$ cat src/sv/utf8sd_pkg.sv
// utf8sd_pkg: shared types, constants and the byte classifier of the UTF-8 stream decoder.
// Used by utf8sd_front, utf8sd_back and utf8_stream_decoder_top. No dependencies.
package utf8sd_pkg;

  localparam int unsigned CP_W   = 21;  // code point width
  localparam int unsigned USED_W = 3;   // bytes_used width
  localparam int unsigned BUF_N  = 4;   // held bytes plus the incoming one

  // Byte class, resolved once at the front
  typedef enum logic [2:0] {
    CLS_BAD   = 3'd0,
    CLS_ASCII = 3'd1,
    CLS_LEAD2 = 3'd2,
    CLS_LEAD3 = 3'd3,
    CLS_LEAD4 = 3'd4,
    CLS_CONT  = 3'd5
  } byte_cls_t;

  typedef struct packed {
    logic [7:0] data;
    byte_cls_t  cls;
  } cls_byte_t;

  typedef struct packed {
    cls_byte_t cb;
    logic      last;
  } q_entry_t;

  // Queue head as seen by the back end
  typedef struct packed {
    logic     vld;
    q_entry_t entry;
  } q_head_t;

  function automatic byte_cls_t classify(input logic [7:0] b);
    byte_cls_t c;
    priority if (b[7] == 1'b0)          c = CLS_ASCII;
    else if (b[7:6] == 2'b10)           c = CLS_CONT;
    else if (b[7:5] == 3'b110)          c = CLS_LEAD2;
    else if (b[7:4] == 4'b1110)         c = CLS_LEAD3;
    else if (b[7:3] == 5'b11110)        c = CLS_LEAD4;
    else                                c = CLS_BAD;
    return c;
  endfunction

endpackage

$ cat src/sv/utf8sd_front.sv
// utf8sd_front: input side. Classifies each accepted word and queues it for the back end.
// Depends on utf8sd_pkg.
module utf8sd_front #(
  parameter int unsigned DEPTH = 4
) (
  input  logic                clk,
  input  logic                rst_n,
  input  logic                in_valid,
  output logic                in_ready,
  input  logic [7:0]          in_byte,
  input  logic                in_last,
  output utf8sd_pkg::q_head_t head,
  input  logic                pop
);

  localparam int unsigned PTR_W = (DEPTH > 1) ? $clog2(DEPTH) : 1;
  localparam int unsigned CNT_W = $clog2(DEPTH + 1);

  utf8sd_pkg::q_entry_t mem_r [DEPTH];
  logic [PTR_W-1:0] wr_ptr_r, wr_ptr_nxt;
  logic [PTR_W-1:0] rd_ptr_r, rd_ptr_nxt;
  logic [CNT_W-1:0] count_r, count_nxt;
  logic             push;

  assign in_ready = (count_r != CNT_W'(DEPTH));
  assign push     = in_valid && in_ready;

  assign head.vld   = (count_r != '0);
  assign head.entry = mem_r[rd_ptr_r];

  always_comb begin
    wr_ptr_nxt = wr_ptr_r;
    rd_ptr_nxt = rd_ptr_r;
    count_nxt  = count_r;
    if (push) begin
      wr_ptr_nxt = (wr_ptr_r == PTR_W'(DEPTH - 1)) ? '0 : wr_ptr_r + 1'b1;
    end
    if (pop) begin
      rd_ptr_nxt = (rd_ptr_r == PTR_W'(DEPTH - 1)) ? '0 : rd_ptr_r + 1'b1;
    end
    unique case ({push, pop})
      2'b10:   count_nxt = count_r + 1'b1;
      2'b01:   count_nxt = count_r - 1'b1;
      default: count_nxt = count_r;
    endcase
  end

  always_ff @(posedge clk) begin
    if (!rst_n) begin
      wr_ptr_r <= '0;
      rd_ptr_r <= '0;
      count_r  <= '0;
    end else begin
      wr_ptr_r <= wr_ptr_nxt;
      rd_ptr_r <= rd_ptr_nxt;
      count_r  <= count_nxt;
    end
  end

  always_ff @(posedge clk) begin
    if (push) begin
      mem_r[wr_ptr_r].cb.data <= in_byte;
      mem_r[wr_ptr_r].cb.cls  <= utf8sd_pkg::classify(in_byte);
      mem_r[wr_ptr_r].last    <= in_last;
    end
  end

  a_cnt_range: assert property (@(posedge clk) disable iff (!rst_n)
    count_r <= CNT_W'(DEPTH))
    else $error("queue count beyond depth");
  a_pop_nonempty: assert property (@(posedge clk) disable iff (!rst_n)
    pop |-> count_r != '0)
    else $error("pop from empty queue");
  a_ptr_gap: assert property (@(posedge clk) disable iff (!rst_n)
    (count_r == '0) |-> (wr_ptr_r == rd_ptr_r))
    else $error("pointers disagree with empty count");

endmodule

$ cat src/sv/utf8sd_back.sv
// utf8sd_back: decode engine. Holds the open sequence, emits one result per cycle
// into an output register while that register is free. Depends on utf8sd_pkg.
module utf8sd_back (
  input  logic                                clk,
  input  logic                                rst_n,
  input  utf8sd_pkg::q_head_t                 head,
  output logic                                pop,
  output logic                                out_valid,
  input  logic                                out_ready,
  output logic [utf8sd_pkg::CP_W-1:0]         out_code_point,
  output logic                                out_is_invalid,
  output logic [utf8sd_pkg::USED_W-1:0]       out_bytes_used,
  output logic                                out_last
);

  localparam int unsigned CP_W   = utf8sd_pkg::CP_W;
  localparam int unsigned USED_W = utf8sd_pkg::USED_W;
  localparam int unsigned BUF_N  = utf8sd_pkg::BUF_N;

  utf8sd_pkg::cls_byte_t buf_r [BUF_N];
  utf8sd_pkg::cls_byte_t buf_nxt [BUF_N];
  logic [2:0] n_r, n_nxt;
  logic       active_r, active_nxt;
  logic       last_r, last_nxt;

  // working view: held bytes, plus the queue head when starting a new word
  utf8sd_pkg::cls_byte_t v_buf [BUF_N];
  logic [2:0]            v_n;
  logic                  v_last;
  logic                  v_ok;

  logic [2:0]        len;
  logic              cbad, short_seq, bad, wait_more;
  logic [2:0]        used;
  logic [2:0]        n_after;
  logic [CP_W-1:0]   cp;
  logic              out_free, fire, emit;

  logic              out_valid_r;
  logic [CP_W-1:0]   out_cp_r;
  logic              out_inv_r;
  logic [USED_W-1:0] out_used_r;
  logic              out_last_r;

  always_comb begin
    for (int i = 0; i < BUF_N; i++) v_buf[i] = buf_r[i];
    if (active_r) begin
      v_n    = n_r;
      v_last = last_r;
      v_ok   = 1'b1;
    end else begin
      v_buf[n_r[1:0]] = head.entry.cb;
      v_n    = n_r + 3'd1;
      v_last = head.entry.last;
      v_ok   = head.vld;
    end
  end

  // decision on the oldest byte
  always_comb begin
    unique case (v_buf[0].cls)
      utf8sd_pkg::CLS_ASCII: len = 3'd1;
      utf8sd_pkg::CLS_LEAD2: len = 3'd2;
      utf8sd_pkg::CLS_LEAD3: len = 3'd3;
      utf8sd_pkg::CLS_LEAD4: len = 3'd4;
      default:               len = 3'd0;
    endcase
    cbad = 1'b0;
    for (int i = 1; i < BUF_N; i++) begin
      if (3'(i) < len && 3'(i) < v_n && v_buf[i].cls != utf8sd_pkg::CLS_CONT) cbad = 1'b1;
    end
    short_seq = (v_n < len);
    bad       = (len == 3'd0) || cbad || (short_seq && v_last);
    wait_more = !bad && short_seq;
    used      = bad ? 3'd1 : len;
    n_after   = v_n - used;

    unique case (len)
      3'd1:    cp = {13'd0, v_buf[0].data};
      3'd2:    cp = {10'd0, v_buf[0].data[4:0], v_buf[1].data[5:0]};
      3'd3:    cp = {5'd0, v_buf[0].data[3:0], v_buf[1].data[5:0], v_buf[2].data[5:0]};
      3'd4:    cp = {v_buf[0].data[2:0], v_buf[1].data[5:0], v_buf[2].data[5:0],
                     v_buf[3].data[5:0]};
      default: cp = '0;
    endcase
    if (bad) cp = '0;
  end

  assign out_free = !out_valid_r || out_ready;
  assign fire     = v_ok && (wait_more || out_free);
  assign emit     = fire && !wait_more;
  assign pop      = fire && !active_r;

  always_comb begin
    for (int i = 0; i < BUF_N; i++) buf_nxt[i] = buf_r[i];
    n_nxt      = n_r;
    active_nxt = active_r;
    last_nxt   = last_r;
    if (fire) begin
      last_nxt = v_last;
      if (wait_more) begin
        for (int i = 0; i < BUF_N; i++) buf_nxt[i] = v_buf[i];
        n_nxt      = v_n;
        active_nxt = 1'b0;
      end else begin
        unique case (used)
          3'd1: begin
            buf_nxt[0] = v_buf[1];
            buf_nxt[1] = v_buf[2];
            buf_nxt[2] = v_buf[3];
            buf_nxt[3] = v_buf[3];
          end
          3'd2: begin
            buf_nxt[0] = v_buf[2];
            buf_nxt[1] = v_buf[3];
            buf_nxt[2] = v_buf[2];
            buf_nxt[3] = v_buf[3];
          end
          3'd3: begin
            buf_nxt[0] = v_buf[3];
            buf_nxt[1] = v_buf[1];
            buf_nxt[2] = v_buf[2];
            buf_nxt[3] = v_buf[3];
          end
          default: begin
            for (int i = 0; i < BUF_N; i++) buf_nxt[i] = v_buf[i];
          end
        endcase
        n_nxt      = n_after;
        active_nxt = (n_after != 3'd0);
      end
    end
  end

  always_ff @(posedge clk) begin
    if (!rst_n) begin
      n_r         <= '0;
      active_r    <= 1'b0;
      last_r      <= 1'b0;
      out_valid_r <= 1'b0;
    end else begin
      n_r      <= n_nxt;
      active_r <= active_nxt;
      last_r   <= last_nxt;
      if (emit)           out_valid_r <= 1'b1;
      else if (out_ready) out_valid_r <= 1'b0;
    end
  end

  always_ff @(posedge clk) begin
    for (int i = 0; i < BUF_N; i++) buf_r[i] <= buf_nxt[i];
    if (emit) begin
      out_cp_r   <= cp;
      out_inv_r  <= bad;
      out_used_r <= used;
      out_last_r <= v_last && (n_after == 3'd0);
    end
  end

  assign out_valid      = out_valid_r;
  assign out_code_point = out_cp_r;
  assign out_is_invalid = out_inv_r;
  assign out_bytes_used = out_used_r;
  assign out_last       = out_last_r;

  a_idle_holds_three: assert property (@(posedge clk) disable iff (!rst_n)
    !active_r |-> n_r <= 3'd3)
    else $error("more than three bytes held between words");
  a_invalid_form: assert property (@(posedge clk) disable iff (!rst_n)
    (out_valid_r && out_inv_r) |-> (out_used_r == 3'd1 && out_cp_r == '0))
    else $error("invalid result with nonzero payload");
  a_last_empties: assert property (@(posedge clk) disable iff (!rst_n)
    (emit && v_last && n_after == 3'd0) |=> (n_r == 3'd0 && !active_r))
    else $error("bytes left over after end of string");
  a_no_wait_on_last: assert property (@(posedge clk) disable iff (!rst_n)
    (v_ok && v_last) |-> !wait_more)
    else $error("prefix held across end of string");

endmodule

$ cat src/sv/utf8_stream_decoder_top.sv
// utf8_stream_decoder_top: UTF-8 stream decoder, front queue plus decode back end.
// Depends on utf8sd_pkg, utf8sd_front and utf8sd_back.
//
// Usage:
//   Input channel (in_valid/in_ready): one word per handshake, in_byte is one
//   raw byte of the string, in_last flags its final byte.
//   Result channel (out_valid/out_ready): one decoded code point per word, with
//   out_is_invalid, out_bytes_used and out_last (set on the final result of a
//   string). A byte that starts no valid sequence gives an invalid result that
//   consumes that byte alone; the bytes held behind it are rescanned.
//   Path: an ASCII byte is written into the queue at the accepting edge and
//   then into the output register, which drives the result port.
//   Throughput: one byte per cycle on well-formed text while out_ready is high.
//   The back end emits at most one result per cycle, so a byte that resolves
//   into k results (invalid runs, end of string with a short sequence) occupies
//   it for k cycles, plus one cycle when a rescan ends on a prefix that must wait
//   for more bytes. The input queue of QUEUE_DEPTH words absorbs these bursts.
//   Reset: synchronous, active low; empties the queue, drops held bytes and
//   any pending result. No clearing pass is needed.
//   Stall: while out_ready is low the result stays put; the back end stops,
//   the queue fills, then in_ready drops.
module utf8_stream_decoder_top #(
  parameter int unsigned QUEUE_DEPTH = 4
) (
  input  logic                               clk,
  input  logic                               rst_n,
  input  logic                               in_valid,
  output logic                               in_ready,
  input  logic [7:0]                         in_byte,
  input  logic                               in_last,
  output logic                               out_valid,
  input  logic                               out_ready,
  output logic [utf8sd_pkg::CP_W-1:0]        out_code_point,
  output logic                               out_is_invalid,
  output logic [utf8sd_pkg::USED_W-1:0]      out_bytes_used,
  output logic                               out_last
);

  utf8sd_pkg::q_head_t head;  // classified word at the queue head
  logic                pop;   // back end takes the head word

  utf8sd_front #(
    .DEPTH (QUEUE_DEPTH)
  ) u_front (
    .clk      (clk),
    .rst_n    (rst_n),
    .in_valid (in_valid),
    .in_ready (in_ready),
    .in_byte  (in_byte),
    .in_last  (in_last),
    .head     (head),
    .pop      (pop)
  );

  utf8sd_back u_back (
    .clk            (clk),
    .rst_n          (rst_n),
    .head           (head),
    .pop            (pop),
    .out_valid      (out_valid),
    .out_ready      (out_ready),
    .out_code_point (out_code_point),
    .out_is_invalid (out_is_invalid),
    .out_bytes_used (out_bytes_used),
    .out_last       (out_last)
  );

  // a result never carries more bytes than a sequence can hold
  a_used_range: assert property (@(posedge clk) disable iff (!rst_n)
    out_valid |-> (out_bytes_used >= 3'd1 && out_bytes_used <= 3'd4))
    else $error("bytes_used out of range");
  // invalid flag and decoded value are exclusive
  a_inv_zero: assert property (@(posedge clk) disable iff (!rst_n)
    (out_valid && out_is_invalid) |-> out_code_point == '0)
    else $error("invalid result carries a code point");
  // single-byte valid result is plain ASCII
  a_ascii: assert property (@(posedge clk) disable iff (!rst_n)
    (out_valid && !out_is_invalid && out_bytes_used == 3'd1) |-> out_code_point < 21'd128)
    else $error("one-byte result above ASCII range");

endmodule

$ cat config.mk
export PLATFORM = sky130hd
export DESIGN_NAME = utf8_stream_decoder_top
export DESIGN_NICKNAME = d
export VERILOG_FILES = /design/src/sv/utf8sd_pkg.sv /design/src/sv/utf8sd_front.sv /design/src/sv/utf8sd_back.sv /design/src/sv/utf8_stream_decoder_top.sv
export SDC_FILE = /design/constraint.sdc
export NUM_CORES = 1
export LEC_CHECK = 0
export ABC_AREA = 1
export BUFFER_PORTS_ARGS = -buffer_cell sky130_fd_sc_hd__buf_2
export CORE_UTILIZATION = 68
export CTS_BUF_LIST = sky130_fd_sc_hd__clkbuf_8
export DETAILED_ROUTE_END_ITERATION = 6
export PLACE_DENSITY = 0.88
export SYNTH_ARGS = -nofsm -noshare
export SYNTH_HDL_FRONTEND = slang
export SYNTH_HIERARCHICAL = 1
export SYNTH_SLANG_ARGS = --single-unit
export TNS_END_PERCENT = 5
$ cat constraint.sdc
create_clock -name clk -period 7.3 [get_ports clk]
set_input_delay 0.73 -clock clk [delete_from_list [all_inputs] [get_ports clk]]
set_output_delay 0.73 -clock clk [all_outputs]
set_load 0.02 [all_outputs]
==> out/qor.yml <==
result_of_the_run: "complete, but fails checks"
failed_checks: "DRC"
crit_required_ps: 7640
wl_mm: 16.7
netlist_instances: 786
timing.critical_path.slowest_stage_cell: "dfxtp_1"
rsz0062_at_grt: "no"
grt_start_max_net_pins: 36
fraction_of_final_layout_cells_with_drive_strength_greater_than_1_pct: 12.2
residual_drc_count: 3
post_cts.resized_instances: 0
grt_first_pass_wirelength_mm: 26.8
route.layer.met1.wl_mm: 6.05
place_congestion: 0.976
timing.critical_path.slowest_cell_delay_ps: 840
whs_ps: 513
relSlewSlack_pct: 24.6
min_period_over_period_pct: 66.9
synthFlopType: "edfxtp_1"
cts_tree: "done"
insertedDiodeCount: 0
number_of_buffers_inserted_to_repair_setup_after_cts: 0
io_buffer_count: 40
cts_max_level: 4
critical_path.endpoint_type: "flop"
dr.pass1.iters: 7
initial_antenna_violation_count: 0
netlist_top_cells_area: "edfxtp_1, nand2_1, inv_1, dfxtp_1, nand3_1"
floorplan.die.width_um: 104
area_overhead_vs_synth_pct: 8.23
multi_input_comb_area_um2: 2640
number_of_enable_type_register_cells_in_the_synthesized_netlist: 118
tightest_slew_ps: 1130
drt_first_iter_violations: 755
final_nets: 846
initial_core_util_pct: 71.2
min_period_ps: 4880
routed_via_density: 6.19
pre_cts_ws_ps: 2600
met3_length_mm: 1.62
floorplan.die_area_um2: 10800
ant_nets: 0
fraction_of_synthesis_flops_using_an_asynchronous_set_or_reset_pin_pct: 0
syn-cell-area_um2: 7050
grt-ovfl-total: 0
setup_violations: 0
grt.total_usage_pct: 32.0
cts_hold_repair.buffers: 0
synth_warnings: 6
achievable-frequency_mhz: 205
cts_max_path_buffers: 2
clock_latency_ps: 440
place_hpwl_mm: 11.1
die_span_y_um: 104
finalCoreUtilization_pct: 77.0
final-hold-violation-count: 0
syn-mean-instance-area_um2: 8.97
cp_num_buf_inv: 6
yosysSeqAreaShare_pct: 54.5
synth_top_area_share_pct: 50.2
postLayoutSetupSlackWorst_ps: 2420
synth.largest_area_cell: "edfxtp_1"
synth-seq-cells: 133
dr.max_layer_used: "met4"
mostFrequentLayoutCells: "nand2_1, edfxtp_1, inv_1, nor2_1, nand3_1"
clkSlewWorstSetupHoldPaths_ps: 70
timing.critical_path.fanout_max: 25
cp.arrival_ps: 5220
detailroute.wirelength.met2_mm: 8.34
timing_worst_setup_path_type: "reg2reg"
start_kind: "flop"
cts.sink_count: 133
timing.critical_path.max_delay_family: "simple AND/OR/NAND/NOR gates"
tritoncts.num_buffers: 17
vias: 5961
drv_cap: 0
num-fill-cells: 656
crit_path_cell_trace: "inv_2 > o21ai_0 > o22ai_1 > inv_1 > nand3_1 > nand2_4 > nand3_4 > ha_1 > a21oi_1 > nand2_1 > inv_2 > nand3_1 > nand2_1 > nand2_2 > nor2_1 > ha_1 > inv_1 > fa_1 > inv_1 > nand2_1 > nand3_1 > nand2_1 > inv_1 > nor2_1"
cts.root.buffer_cell: "clkbuf_8"
std_cell_rows: 36
setup_tns_ps: 0
core_um2: 9910
synth.distinct_cells: 45
timing.hold.worst.class: "reg2reg"
sequential_cell_area_um2: 3840
design.portCount: 41
per_cell_routed_wire_length_um: 17.3
clock_skews_ps: 8.23
final-max-slew-violation-count: 0
mostFrequentLayoutCell: "nand2_1"
grt_pass1_vias: 5749
synth_nets: 815
-- sequential cells by signal, indices dropped and copies added, names as in the netlist, named ones only --
signal	flops
u_back/active_r	1
u_back/buf_r	44
u_back/last_r	1
u_back/n_r	3
u_back/out_bytes_used	3
u_back/out_code_point	21
u_back/out_is_invalid	1
u_back/out_last	1
u_back/out_valid	1
u_front/count_r	3
u_front/mem_r	48
u_front/rd_ptr_r	2
u_front/wr_ptr_r	2
-- area by class of cell --
type | instances | area share [%]
Timing Repair Buffer | 42 | 2.82
Clock buffer | 17 | 3.07
Inverter | 99 | 4.90
Multi-Input combinational cell | 524 | 34.5
Sequential cell | 133 | 50.4
Clock inverter | 15 | 2.16
Tap cell | 133 | 2.18
-- cell usage after synthesis, types with 2 or more instances --
library cell  number
a21oi_1           40
buf_4              6
dfxtp_1           15
buf_2              6
buf_6              6
inv_2              3
nand2_1          197
nor2_4             4
nand3_1           60
a22oi_1            5
nand2_2           10
nand4_1            4
o22ai_1           20
o21ai_0           32
nand2_4            6
o21a_1             8
clkbuf_1           9
fa_1               2
edfxtp_1         118
inv_1             94
nor2_2             2
ha_1              14
nand3b_1           2
a31oi_1            3
o21ai_1           30
nand3_2            3
nor2_1            69
-- metrics by stage --
| stage | cells | instance area, µm² |
|---|---|---|
| after detailed placement | 931 | 7230 |
| after floorplan | 786 | 7050 |
| after global routing | 963 | 7630 |
| after global placement | 931 | 7230 |
| after CTS | 963 | 7630 |
| final | 963 | 7630 |
-- path summary, 6_finish.rpt --
path | start | endpoint | slack [ps] | cells after the start
worst max-delay path | flop | u_front/count_r[2] | 2420 | 24
worst min-delay path | u_back/last_r | u_back/last_r | 510 | 2
worst max register to register | flop | u_front/count_r[2] | 2420 | 24
worst min register to register | u_back/last_r | u_back/last_r | 510 | 2
-- routing by layer --
| layer | GRT usage (%) | vias up |
|---|---|---|
| met2 | 53.4 | 410 |
| li1 | - | 2700 |
| met4 | 19.8 | 0 |
| met5 | 0 | - |
| met3 | 7.11 | 89 |
| met1 | 37.9 | 2762 |
-- worst reg2reg max path: cells and delay by family (launching register included) --
kind / cells / cell delay, ps
AOI/OAI and AO/OA: 3 / 610
adders and majority gates: 3 / 920
buffers and inverters: 6 / 760
DFF: 1 / 840
and+or+nand+nor: 12 / 1670
-- logic make-up after synthesis --
logic type / Yosys count / synth area share (%)
buf+inv: 129 / 8.14
fa+ha+maj: 16 / 3.05
flops: 133 / 54.5
xor+xnor: 2 / 0.248
compound gates: 145 / 11.5
simple gates: 361 / 22.6
Power is not shown: default switching activity piles up to over one toggle a cycle in this logic, so the estimate is an artifact.
